**config.mk**
```make
export PLATFORM = sky130hd
export DESIGN_NAME = quadrature_encoder_counter_core
export DESIGN_NICKNAME = d
export VERILOG_FILES = /design/src/rtl/qec_pkg.sv /design/src/rtl/qec_count.sv /design/src/rtl/qec_angle.sv /design/src/rtl/quadrature_encoder_counter_core.sv
export SDC_FILE = /design/constraint.sdc
export NUM_CORES = 2
export LEC_CHECK = 0
export BUFFER_PORTS_ARGS = -buffer_cell sky130_fd_sc_hd__buf_2
export CAP_MARGIN = 10
export CORE_MARGIN = 4
export CORE_UTILIZATION = 25
export CTS_CLUSTER_SIZE = 10
export DETAILED_ROUTE_END_ITERATION = 10
export GPL_TIMING_DRIVEN = 1
export PLACE_DENSITY_LB_ADDON = 0.1
export SYNTH_ARGS = -nofsm -noshare
export SYNTH_HDL_FRONTEND = slang
export SYNTH_SLANG_ARGS = --single-unit
```
**constraint.sdc**
```tcl
create_clock -name i_clk -period 22.1 [get_ports i_clk]
set_input_delay 2.21 -clock i_clk [delete_from_list [all_inputs] [get_ports i_clk]]
set_output_delay 2.21 -clock i_clk [all_outputs]
set_load 0.05 [all_outputs]
```
**src/rtl/qec_pkg.sv**
```systemverilog
// shared types and constants of the quadrature encoder counter
package qec_pkg;

    localparam int CfgIdxWidth = 2;
    localparam int PosWidth    = 17;
    localparam int AbsWidth    = 16;
    localparam int TotalWidth  = 32;
    localparam int AngleWidth  = 25;
    localparam int ProdWidth   = 48;
    localparam int HalfWidth   = 24;
    localparam int PartWidth   = 49;
    localparam int SumWidth    = 50;
    localparam int MagWidth    = 42;
    localparam int InTdataW    = 8;
    localparam int OutTdataW   = 112;

    localparam logic [CfgIdxWidth-1:0] CFG_COUNTS_PER_REV = 2'd0;
    localparam logic [CfgIdxWidth-1:0] CFG_REVERSE_DIR    = 2'd1;
    localparam logic [CfgIdxWidth-1:0] CFG_RECIP_COUNTS   = 2'd2;
    localparam logic [CfgIdxWidth-1:0] CFG_ANGLE_UNIT     = 2'd3;

    localparam logic [15:0]           RST_COUNTS_PER_REV = 16'd1024;
    localparam logic [31:0]           RST_RECIP_COUNTS   = 32'd4194304;
    localparam logic [AngleWidth-1:0] FULL_DEG           = 25'd23592960;
    localparam logic [AngleWidth-1:0] FULL_RAD           = 25'd411775;
    localparam logic [AngleWidth-1:0] ANGLE_MAX          = 25'h1FFFFFF;

    typedef struct packed {
        logic [15:0] counts_per_rev;
        logic        reverse_direction;
        logic [31:0] recip_counts;
        logic        angle_unit;
    } t_cfg;

    typedef struct packed {
        logic [PosWidth-1:0]   position;
        logic [TotalWidth-1:0] tick_total;
        logic [TotalWidth-1:0] revolution_total;
        logic                  counted;
        logic                  neg;
    } t_side;

endpackage

```
**src/rtl/qec_count.sv**
```systemverilog
// edge detection, position and total counters, first pipeline stage
module qec_count
    import qec_pkg::*;
#(
    parameter int COUNT_WIDTH = 32
) (
    input  logic                i_clk,
    input  logic                i_rst_n,
    input  t_cfg                i_cfg,
    input  logic                i_valid,
    output logic                o_ready,
    input  logic                i_level_a,
    input  logic                i_level_b,
    output logic                o_valid,
    input  logic                i_ready,
    output t_side               o_side,
    output logic [AbsWidth-1:0] o_abs
);

    logic                   r_prev_a;
    logic [PosWidth-1:0]    r_pos;
    logic [COUNT_WIDTH-1:0] r_tick;
    logic [COUNT_WIDTH-1:0] r_rev;
    logic                   r_valid;
    t_side                  r_side;
    logic [AbsWidth-1:0]    r_abs;

    logic                   n_prev_a;
    logic [PosWidth-1:0]    n_pos;
    logic [COUNT_WIDTH-1:0] n_tick;
    logic [COUNT_WIDTH-1:0] n_rev;
    logic                   n_edge;
    logic                   fwd;
    logic [PosWidth:0]      pos_ext;
    logic [PosWidth:0]      lim_ext;
    logic [PosWidth:0]      neg_lim;
    logic [PosWidth:0]      pos_inc;
    logic [PosWidth:0]      pos_dec;
    logic [PosWidth-1:0]    pos_mag;
    logic [TotalWidth-1:0]  tick_w;
    logic [TotalWidth-1:0]  rev_w;
    logic                   accept;

    localparam logic [COUNT_WIDTH-1:0] CntOne = {{(COUNT_WIDTH-1){1'b0}}, 1'b1};

    assign o_ready = !r_valid || i_ready;
    assign accept  = i_valid && o_ready;

    always_comb begin
        pos_ext  = {r_pos[PosWidth-1], r_pos};
        lim_ext  = {2'b00, i_cfg.counts_per_rev};
        neg_lim  = '0 - lim_ext;
        pos_inc  = pos_ext + {{PosWidth{1'b0}}, 1'b1};
        pos_dec  = pos_ext - {{PosWidth{1'b0}}, 1'b1};
        n_edge   = !r_prev_a && i_level_a;
        fwd      = (i_level_a == i_level_b) ^ i_cfg.reverse_direction;
        n_prev_a = i_level_a;
        n_pos    = r_pos;
        n_tick   = r_tick;
        n_rev    = r_rev;
        if (n_edge) begin
            if (fwd) begin
                n_tick = r_tick + CntOne;
                if ($signed(pos_inc) > $signed(lim_ext)) begin
                    n_pos = '0;
                    n_rev = r_rev + CntOne;
                end else begin
                    n_pos = pos_inc[PosWidth-1:0];
                end
            end else begin
                n_tick = r_tick - CntOne;
                if ($signed(pos_dec) < $signed(neg_lim)) begin
                    n_pos = '0;
                    n_rev = r_rev - CntOne;
                end else begin
                    n_pos = pos_dec[PosWidth-1:0];
                end
            end
        end
        pos_mag = n_pos[PosWidth-1] ? ('0 - n_pos) : n_pos;
    end

    // totals are sign-extended or cut to the 32-bit output fields
    generate
        if (COUNT_WIDTH >= TotalWidth) begin : g_wide
            assign tick_w = n_tick[TotalWidth-1:0];
            assign rev_w  = n_rev[TotalWidth-1:0];
        end else begin : g_narrow
            assign tick_w = {{(TotalWidth-COUNT_WIDTH){n_tick[COUNT_WIDTH-1]}}, n_tick};
            assign rev_w  = {{(TotalWidth-COUNT_WIDTH){n_rev[COUNT_WIDTH-1]}}, n_rev};
        end
    endgenerate

    always_ff @(posedge i_clk) begin
        if (!i_rst_n) begin
            r_prev_a <= 1'b0;
            r_pos    <= '0;
            r_tick   <= '0;
            r_rev    <= '0;
            r_valid  <= 1'b0;
        end else begin
            if (accept) begin
                r_prev_a <= n_prev_a;
                r_pos    <= n_pos;
                r_tick   <= n_tick;
                r_rev    <= n_rev;
            end
            if (o_ready) begin
                r_valid <= i_valid;
            end
        end
    end

    always_ff @(posedge i_clk) begin
        if (accept) begin
            r_side.position         <= n_pos;
            r_side.tick_total       <= tick_w;
            r_side.revolution_total <= rev_w;
            r_side.counted          <= n_edge;
            r_side.neg              <= n_pos[PosWidth-1];
            r_abs                   <= pos_mag[AbsWidth-1:0];
        end
    end

    assign o_valid = r_valid;
    assign o_side  = r_side;
    assign o_abs   = r_abs;

endmodule

```
**src/rtl/qec_angle.sv**
```systemverilog
// angle scaling pipeline and output register
module qec_angle
    import qec_pkg::*;
(
    input  logic                  i_clk,
    input  logic                  i_rst_n,
    input  t_cfg                  i_cfg,
    input  logic                  i_valid,
    output logic                  o_ready,
    input  t_side                 i_side,
    input  logic [AbsWidth-1:0]   i_abs,
    output logic                  o_valid,
    input  logic                  i_ready,
    output t_side                 o_side,
    output logic [AngleWidth-1:0] o_angle
);

    logic                  r_v2;
    logic                  r_v3;
    logic                  r_vo;
    t_side                 r_side2;
    t_side                 r_side3;
    t_side                 r_side_o;
    logic [ProdWidth-1:0]  r_m;
    logic [PartWidth-1:0]  r_hi;
    logic [PartWidth-1:0]  r_lo;
    logic [AngleWidth-1:0] r_angle;

    logic                  rdy2;
    logic                  rdy3;
    logic                  rdy_o;
    logic [AngleWidth-1:0] full;
    logic [ProdWidth-1:0]  n_m;
    logic [PartWidth-1:0]  n_hi;
    logic [PartWidth-1:0]  n_lo;
    logic [SumWidth-1:0]   sum;
    logic [MagWidth-1:0]   mag;
    logic [MagWidth-1:0]   full_ext;
    logic [MagWidth-1:0]   ang;
    logic [AngleWidth-1:0] n_angle;

    assign rdy_o   = !r_vo || i_ready;
    assign rdy3    = !r_v3 || rdy_o;
    assign rdy2    = !r_v2 || rdy3;
    assign o_ready = rdy2;

    assign full = i_cfg.angle_unit ? FULL_RAD : FULL_DEG;
    assign n_m  = ProdWidth'(i_abs) * ProdWidth'(i_cfg.recip_counts);
    assign n_hi = PartWidth'(r_m[ProdWidth-1:HalfWidth]) * PartWidth'(full);
    assign n_lo = PartWidth'(r_m[HalfWidth-1:0]) * PartWidth'(full);

    always_comb begin
        sum      = {1'b0, r_hi} + {{(SumWidth-PartWidth+HalfWidth){1'b0}},
                                   r_lo[PartWidth-1:HalfWidth]};
        mag      = sum[SumWidth-1:8];
        full_ext = {{(MagWidth-AngleWidth){1'b0}}, full};
        if (!r_side3.neg) begin
            ang = mag;
        end else if (i_cfg.recip_counts == '0) begin
            ang = '0;
        end else if (mag >= full_ext) begin
            ang = '0;
        end else begin
            ang = full_ext - mag;
        end
        if (ang[MagWidth-1:AngleWidth] != '0) begin
            n_angle = ANGLE_MAX;
        end else begin
            n_angle = ang[AngleWidth-1:0];
        end
    end

    always_ff @(posedge i_clk) begin
        if (!i_rst_n) begin
            r_v2 <= 1'b0;
            r_v3 <= 1'b0;
            r_vo <= 1'b0;
        end else begin
            if (rdy2) begin
                r_v2 <= i_valid;
            end
            if (rdy3) begin
                r_v3 <= r_v2;
            end
            if (rdy_o) begin
                r_vo <= r_v3;
            end
        end
    end

    always_ff @(posedge i_clk) begin
        if (rdy2) begin
            r_side2 <= i_side;
            r_m     <= n_m;
        end
        if (rdy3) begin
            r_side3 <= r_side2;
            r_hi    <= n_hi;
            r_lo    <= n_lo;
        end
        if (rdy_o) begin
            r_side_o <= r_side3;
            r_angle  <= n_angle;
        end
    end

    assign o_valid = r_vo;
    assign o_side  = r_side_o;
    assign o_angle = r_angle;

endmodule

```
**src/rtl/quadrature_encoder_counter_core.sv**
```systemverilog
// top level of the x1 quadrature encoder counter with wheel angle
//
// s_axis carries one sample of the encoder lines per item, m_axis returns
// one result item per sample: position, tick and revolution totals, the
// wheel angle in unsigned q9.16 and a flag for a counted rising edge of a.
// the cfg port writes counts per revolution, direction swap, reciprocal
// and angle unit; write it only while no item is in flight.
// an item passes four registers before m_axis_tvalid rises: the counter
// stage, the position-times-reciprocal multiply, the two split multiplies
// by the full turn, and the add and clamp into the output register. one
// item is accepted every cycle while m_axis_tready is high.
// reset clears the counters and empties the pipeline; the registers
// return to 1024 counts, forward, reciprocal 4194304, degrees.
// when m_axis_tready is low the four stages fill up and s_axis_tready
// drops only once all of them hold an item.
module quadrature_encoder_counter_core
    import qec_pkg::*;
#(
    parameter int COUNT_WIDTH = 32
) (
    input  logic                   i_clk,
    input  logic                   i_rst_n,
    input  logic                   s_axis_tvalid,
    output logic                   s_axis_tready,
    // [0] level_a, [1] level_b
    input  logic [InTdataW-1:0]    s_axis_tdata,
    output logic                   m_axis_tvalid,
    input  logic                   m_axis_tready,
    // [16:0] position, [48:17] tick_total, [80:49] revolution_total,
    // [105:81] angle, [106] counted
    output logic [OutTdataW-1:0]   m_axis_tdata,
    input  logic                   i_cfg_we,
    input  logic [CfgIdxWidth-1:0] i_cfg_idx,
    input  logic [31:0]            i_cfg_data
);

    t_cfg                  r_cfg;
    logic                  cnt_valid;
    logic                  ang_ready;
    t_side                 cnt_side;
    logic [AbsWidth-1:0]   cnt_abs;
    t_side                 out_side;
    logic [AngleWidth-1:0] out_angle;

    always_ff @(posedge i_clk) begin
        if (!i_rst_n) begin
            r_cfg.counts_per_rev    <= RST_COUNTS_PER_REV;
            r_cfg.reverse_direction <= 1'b0;
            r_cfg.recip_counts      <= RST_RECIP_COUNTS;
            r_cfg.angle_unit        <= 1'b0;
        end else if (i_cfg_we) begin
            case (i_cfg_idx)
                CFG_COUNTS_PER_REV: r_cfg.counts_per_rev    <= i_cfg_data[15:0];
                CFG_REVERSE_DIR:    r_cfg.reverse_direction <= i_cfg_data[0];
                CFG_RECIP_COUNTS:   r_cfg.recip_counts      <= i_cfg_data;
                CFG_ANGLE_UNIT:     r_cfg.angle_unit        <= i_cfg_data[0];
                default: ;
            endcase
        end
    end

    qec_count #(
        .COUNT_WIDTH(COUNT_WIDTH)
    ) u_count (
        .i_clk     (i_clk),
        .i_rst_n   (i_rst_n),
        .i_cfg     (r_cfg),
        .i_valid   (s_axis_tvalid),
        .o_ready   (s_axis_tready),
        .i_level_a (s_axis_tdata[0]),
        .i_level_b (s_axis_tdata[1]),
        .o_valid   (cnt_valid),
        .i_ready   (ang_ready),
        .o_side    (cnt_side),
        .o_abs     (cnt_abs)
    );

    qec_angle u_angle (
        .i_clk   (i_clk),
        .i_rst_n (i_rst_n),
        .i_cfg   (r_cfg),
        .i_valid (cnt_valid),
        .o_ready (ang_ready),
        .i_side  (cnt_side),
        .i_abs   (cnt_abs),
        .o_valid (m_axis_tvalid),
        .i_ready (m_axis_tready),
        .o_side  (out_side),
        .o_angle (out_angle)
    );

    assign m_axis_tdata = {5'b0, out_side.counted, out_angle, out_side.revolution_total,
                           out_side.tick_total, out_side.position};

endmodule

```
==> PnR_summary.wiki <==
{| class="wikitable"
! Metric !! Value
|-
| Share of the clock period used by the worst path after layout || 41.2%
|-
| Mean instance size in the synthesized netlist || 10.1 um^2
|-
| TritonCTS clock tree || done
|-
| First-pass GRT wire length || between 200 and 300 mm
|-
| Origin of the critical flop-to-flop path || r_cfg[0]
|-
| Area post-placement || between 70000 and 80000 um^2
|-
| Synth Instances || around 6600
|-
| Sw Pwr || 0.00438 W
|-
| Final standard cell count with taps included and fillers excluded || a little over 10000
|-
| Final setup violation count || 0
|-
| Critical path endpoint category || flip-flop
|-
| Total Wirelength || 188 mm
|-
| Number of nets with antenna violations after detailed routing || 0
|-
| Highest net fanout along the worst path || 54
|-
| End point of the critical path || u_angle.r_hi[48]
|-
| Number of rows in the core area || approximately 190
|-
| Maximum buffer depth of the clock tree || 3
|-
| Critical path data required time || 22.53 ns
|-
| Die boundary width || 524 um
|-
| Number of vias in the routed layout || 44678
|-
| Total clock buffers created by CTS || 82
|-
| Final weighted congestion of routability-driven global placement || 0.799
|-
| Path class of the lowest-slack min-delay path || flip-flop to flip-flop
|-
| Overall die area || 275000 um^2
|-
| Total core area || between 200000 and 300000 um^2
|-
| Slew at the pin with the worst max-slew slack || approximately 1.2 ns
|-
| Pin count of the biggest net entering global routing || 70
|-
| Crit path launch || r_cfg[0]
|-
| Routed WL per cell || around 18 um
|-
| Netlist Area Pre-Place || roughly 67000 um^2
|-
| Power Density || 126 nW/um^2
|-
| Area taken by multi-input logic gates || ~43000 um^2
|-
| Static leakage power || 34.5 nW
|-
| Start-to-end type of the worst setup path || flip-flop to flip-flop
|-
| Post-synth EDFFs || 490
|-
| Final Max Slew Viols || 0
|-
| Internal || roughly 0.0049 W
|-
| Unrepaired setup endpoints after global routing || no
|-
| Total of warnings raised by yosys || 0
|-
| Register area || 17400 um^2
|-
| Synth Register Bits || 626
|-
| Post-detail-place hpwl || about 150 mm
|-
| Post-cts resize count || 0
|-
| Number of setup buffers added after CTS || 0
|-
| Outcome || finished clean
|-
| Number of primary I/O pins || 161
|-
| Least setup slack across all paths after layout || 13.00 ns
|-
| Die boundary height || 524 um
|-
| Area growth, synth to finish || 11.1%
|-
| IR drop worst, VDD || 0.181 mV
|-
| Synth unique cells || just under 100
|-
| H-tree level count || 3
|-
| Fillcell total || 27982
|-
| Final cell area excluding filler cells || 74000 um^2
|-
| Number of buffers added on ports || 149
|-
| Capturing point of the worst reg2reg path || u_angle.r_hi[48]
|-
| Count of routing violations after the opening detailed-route iteration || 2010
|-
| Worst clock skew || 0.0938 ns
|-
| Peak Freq || 0.110 GHz
|-
| Share of flip-flops with an asynchronous set or reset || 0%
|-
| Sw Ratio || a little under half
|-
| Clock slew seen by the registers of the worst setup and hold paths || 0.06 ns
|-
| Dpl cells || a little over 10000
|-
| Flip-flop cell with the highest count after synthesis || sky130_fd_sc_hd__edfxtp_1
|-
| Sequential group share of total power || 19.9%
|-
| Clock Latency Late Sink || 0.77 ns
|-
| Clock Sinks || 626
|-
| Ratio of cells with drive above 1 in the final layout || 5.91%
|-
| Vias/cell || approximately 4.3
|-
| Final sum of negative setup slack || 0 ns
|-
| Clock share of power || ~14%
|-
| Max-slew headroom at the worst pin || 22.5%
|-
| R2R cell count || 26
|-
| Max Cap Viol || 0
|-
| Total grt overflow || 0
|-
| Power share of the combinational group || between 60 and 70%
|-
| Post-route minimum period || 9.10 ns
|-
| Crit start category || flip-flop
|-
| Antenna violations before repair || 6
|-
| Final net count || 8381
|-
| Data arrival time at the worst-slack endpoint || between 9 and 10 ns
|-
| CTS Hold Buffers Added || 0
|-
| Share of synthesized area occupied by flip-flops and latches || between 20% and 30%
|-
| Residual DRC count || 0
|-
| Final Hold Vio Count || 0
|-
| Worst slack at placement || 12.83 ns
|-
| First-pass iteration count of the detailed router || 5
|-
| GR Util All Layers || 13.9%
|-
| Slack of the worst reg-to-reg path || roughly 13 ns
|-
| Buffer cell driving the clock tree root || sky130_fd_sc_hd__clkbuf_16
|-
| Initial core utilization || 25.1%
|-
| Number of global-route vias before repair || 48864
|}
==> critical path, cell delays in order, from the launching register on <==
cell and delay, ns:
sky130_fd_sc_hd__dfxtp_4 0.60, sky130_fd_sc_hd__buf_4 0.68, sky130_fd_sc_hd__nand2_1 0.28, sky130_fd_sc_hd__inv_1 0.29, sky130_fd_sc_hd__fa_1 0.58, sky130_fd_sc_hd__ha_1 0.27, sky130_fd_sc_hd__inv_1 0.09, sky130_fd_sc_hd__fa_1 0.44
sky130_fd_sc_hd__fa_1 0.55, sky130_fd_sc_hd__inv_1 0.05, sky130_fd_sc_hd__fa_1 0.48, sky130_fd_sc_hd__inv_1 0.05, sky130_fd_sc_hd__fa_1 0.47, sky130_fd_sc_hd__inv_1 0.05, sky130_fd_sc_hd__fa_1 0.43, sky130_fd_sc_hd__ha_1 0.36
sky130_fd_sc_hd__a2111oi_0 0.53, sky130_fd_sc_hd__and3_1 0.23, sky130_fd_sc_hd__nand4_1 0.16, sky130_fd_sc_hd__a41oi_1 0.43, sky130_fd_sc_hd__o2111ai_1 0.19, sky130_fd_sc_hd__and3_1 0.24, sky130_fd_sc_hd__o31ai_1 0.27, sky130_fd_sc_hd__nand2_1 0.25
sky130_fd_sc_hd__a2111oi_0 0.53, sky130_fd_sc_hd__a311oi_1 0.12, sky130_fd_sc_hd__xnor2_1 0.15
==> cell type report <==
| type | instances | area share (%) |
|---|---|---|
| Antenna cell | 3 | 0.0101 |
| Timing Repair Buffer | 210 | 1.63 |
| Sequential cell | 626 | 23.6 |
| Multi-Input combinational cell | 4471 | 58.7 |
| Clock inverter | 29 | 0.548 |
| Clock buffer | 120 | 3.01 |
| Inverter | 1295 | 6.59 |
| Tap cell | 3533 | 5.97 |
==> layer usage <==
metal / part of all wire, % / track usage, % / up-vias / wire length (um)
met5: 0.0069 / 0 / - / 13
met4: 1.5 / 2.46 / 2 / 2890
met3: 3.0 / 1.68 / 164 / 5690
met2: 45 / 22.6 / 595 / 85100
met1: 50 / 20.1 / 22370 / 94700
li1: - / - / 21547 / -
==> layout by cell type (no fill, tap or decap), drive strengths merged, types with 12 or more instances in the layout <==
master,instances
a21oi,270
dfxtp,136
nor2,255
ha,775
xnor2,190
or3,29
buf,210
o31ai,14
and3,43
a21o,99
and4,16
xor2,95
nand2,704
edfxtp,490
nor3,97
nand4,53
nand2b,40
o21bai,19
clkinv,24
nand3,83
conb,17
fa,873
and2,238
o21a,34
o21ai,148
o211ai,25
nor4,36
clkbuf,120
inv,1296
a211oi,34
a2111oi,12
or2,20
nor2b,51
a31oi,31
==> cell usage after synthesis (9+ instances only) <==
cell type	count	share of area [%]
sky130_fd_sc_hd__xor2_1	95	1.2
sky130_fd_sc_hd__a211oi_1	31	0.35
sky130_fd_sc_hd__clkbuf_1	197	1.1
sky130_fd_sc_hd__nand2b_1	40	0.38
sky130_fd_sc_hd__o211a_1	9	0.14
sky130_fd_sc_hd__or4_1	9	0.10
sky130_fd_sc_hd__xnor2_1	190	2.5
sky130_fd_sc_hd__a31oi_1	29	0.27
sky130_fd_sc_hd__and2_1	237	2.2
sky130_fd_sc_hd__nand3_1	82	0.62
sky130_fd_sc_hd__o31ai_1	14	0.16
sky130_fd_sc_hd__nor2b_1	51	0.48
sky130_fd_sc_hd__and3_1	43	0.40
sky130_fd_sc_hd__buf_2	9	0.068
sky130_fd_sc_hd__buf_1	16	0.090
sky130_fd_sc_hd__a21o_1	99	1.1
sky130_fd_sc_hd__o21a_1	34	0.38
sky130_fd_sc_hd__a2111oi_0	9	0.12
sky130_fd_sc_hd__o21ai_0	144	1.1
sky130_fd_sc_hd__a21oi_2	21	0.28
sky130_fd_sc_hd__nor3_1	96	0.72
sky130_fd_sc_hd__edfxtp_1	490	22
sky130_fd_sc_hd__dfxtp_1	136	4.1
sky130_fd_sc_hd__and4_1	16	0.21
sky130_fd_sc_hd__buf_4	13	0.15
sky130_fd_sc_hd__fa_1	873	26
sky130_fd_sc_hd__or2_2	19	0.18
sky130_fd_sc_hd__nor2_1	255	1.4
sky130_fd_sc_hd__nand2_1	704	4.0
sky130_fd_sc_hd__mux2i_1	10	0.15
sky130_fd_sc_hd__inv_1	1293	7.3
sky130_fd_sc_hd__ha_1	775	15
sky130_fd_sc_hd__or3_1	29	0.27
sky130_fd_sc_hd__nor4_1	35	0.33
sky130_fd_sc_hd__o21bai_1	19	0.21
sky130_fd_sc_hd__nand4_1	52	0.49
sky130_fd_sc_hd__a21oi_1	249	1.9
sky130_fd_sc_hd__o211ai_1	24	0.27
==> state kept, by name (all words and copies together), names as in the netlist, 32 cells and up <==
register	cells
u_angle.o_side	82
u_angle.r_m	48
u_count.r_tick	32
u_angle.r_hi	49
u_count.o_side	81
u_count.r_rev	32
r_cfg	50
u_angle.r_side2	82
u_angle.r_side3	82
==> cell families after synthesis <==
kind of cell / Yosys count / share of synthesized area [%]
and+or+nand+nor: 1698 / 12.2
DFF: 626 / 26.2
adders and majority gates: 1648 / 40.8
muxes: 12 / 0.184
AOI/OAI and AO/OA: 811 / 8.11
other: 2 / 0.0113
xor gates and xnor gates: 285 / 3.75
buffers and inverters: 1533 / 8.76
==> metrics by stage <==
step | power, W | hold slack [ns] | util, %
floorplan | 0.00636 | 0.400 | -
global placement | 0.00813 | 0.401 | 26.9
detailed placement | 0.00809 | 0.405 | 26.9
CTS | 0.00953 | 0.356 | 27.9
global route | 0.0105 | 0.365 | 27.9
finish | 0.00930 | 0.375 | 27.9
==> power by group through the flow <==
stage | clock network [W] | registers (W) | logic (W)
finish | 0.00131 | 0.00185 | 0.00614
global route | 0.00142 | 0.00188 | 0.00718
CTS | 0.00138 | 0.00186 | 0.00629
detailed placement | 0 | 0.00188 | 0.00621
global placement | 0 | 0.00188 | 0.00625
floorplan | 0 | 0.00188 | 0.00448
==> worst min-delay path by stage <==
stage,start,end,slack (ns),cells after the start
after floorplan,u_angle.r_side3[10],u_angle.o_side[10],0.40,0
after CTS,u_angle.r_side2[79],u_angle.r_side3[79],0.36,0
after global placement,u_angle.r_side2[21],u_angle.r_side3[21],0.40,0
after detailed placement,u_angle.r_side3[42],u_angle.o_side[42],0.40,0
after global routing,u_count.o_side[76],u_angle.r_side2[76],0.37,0
final,u_count.o_side[76],u_angle.r_side2[76],0.37,0
Power figures use the tool's default switching activity.
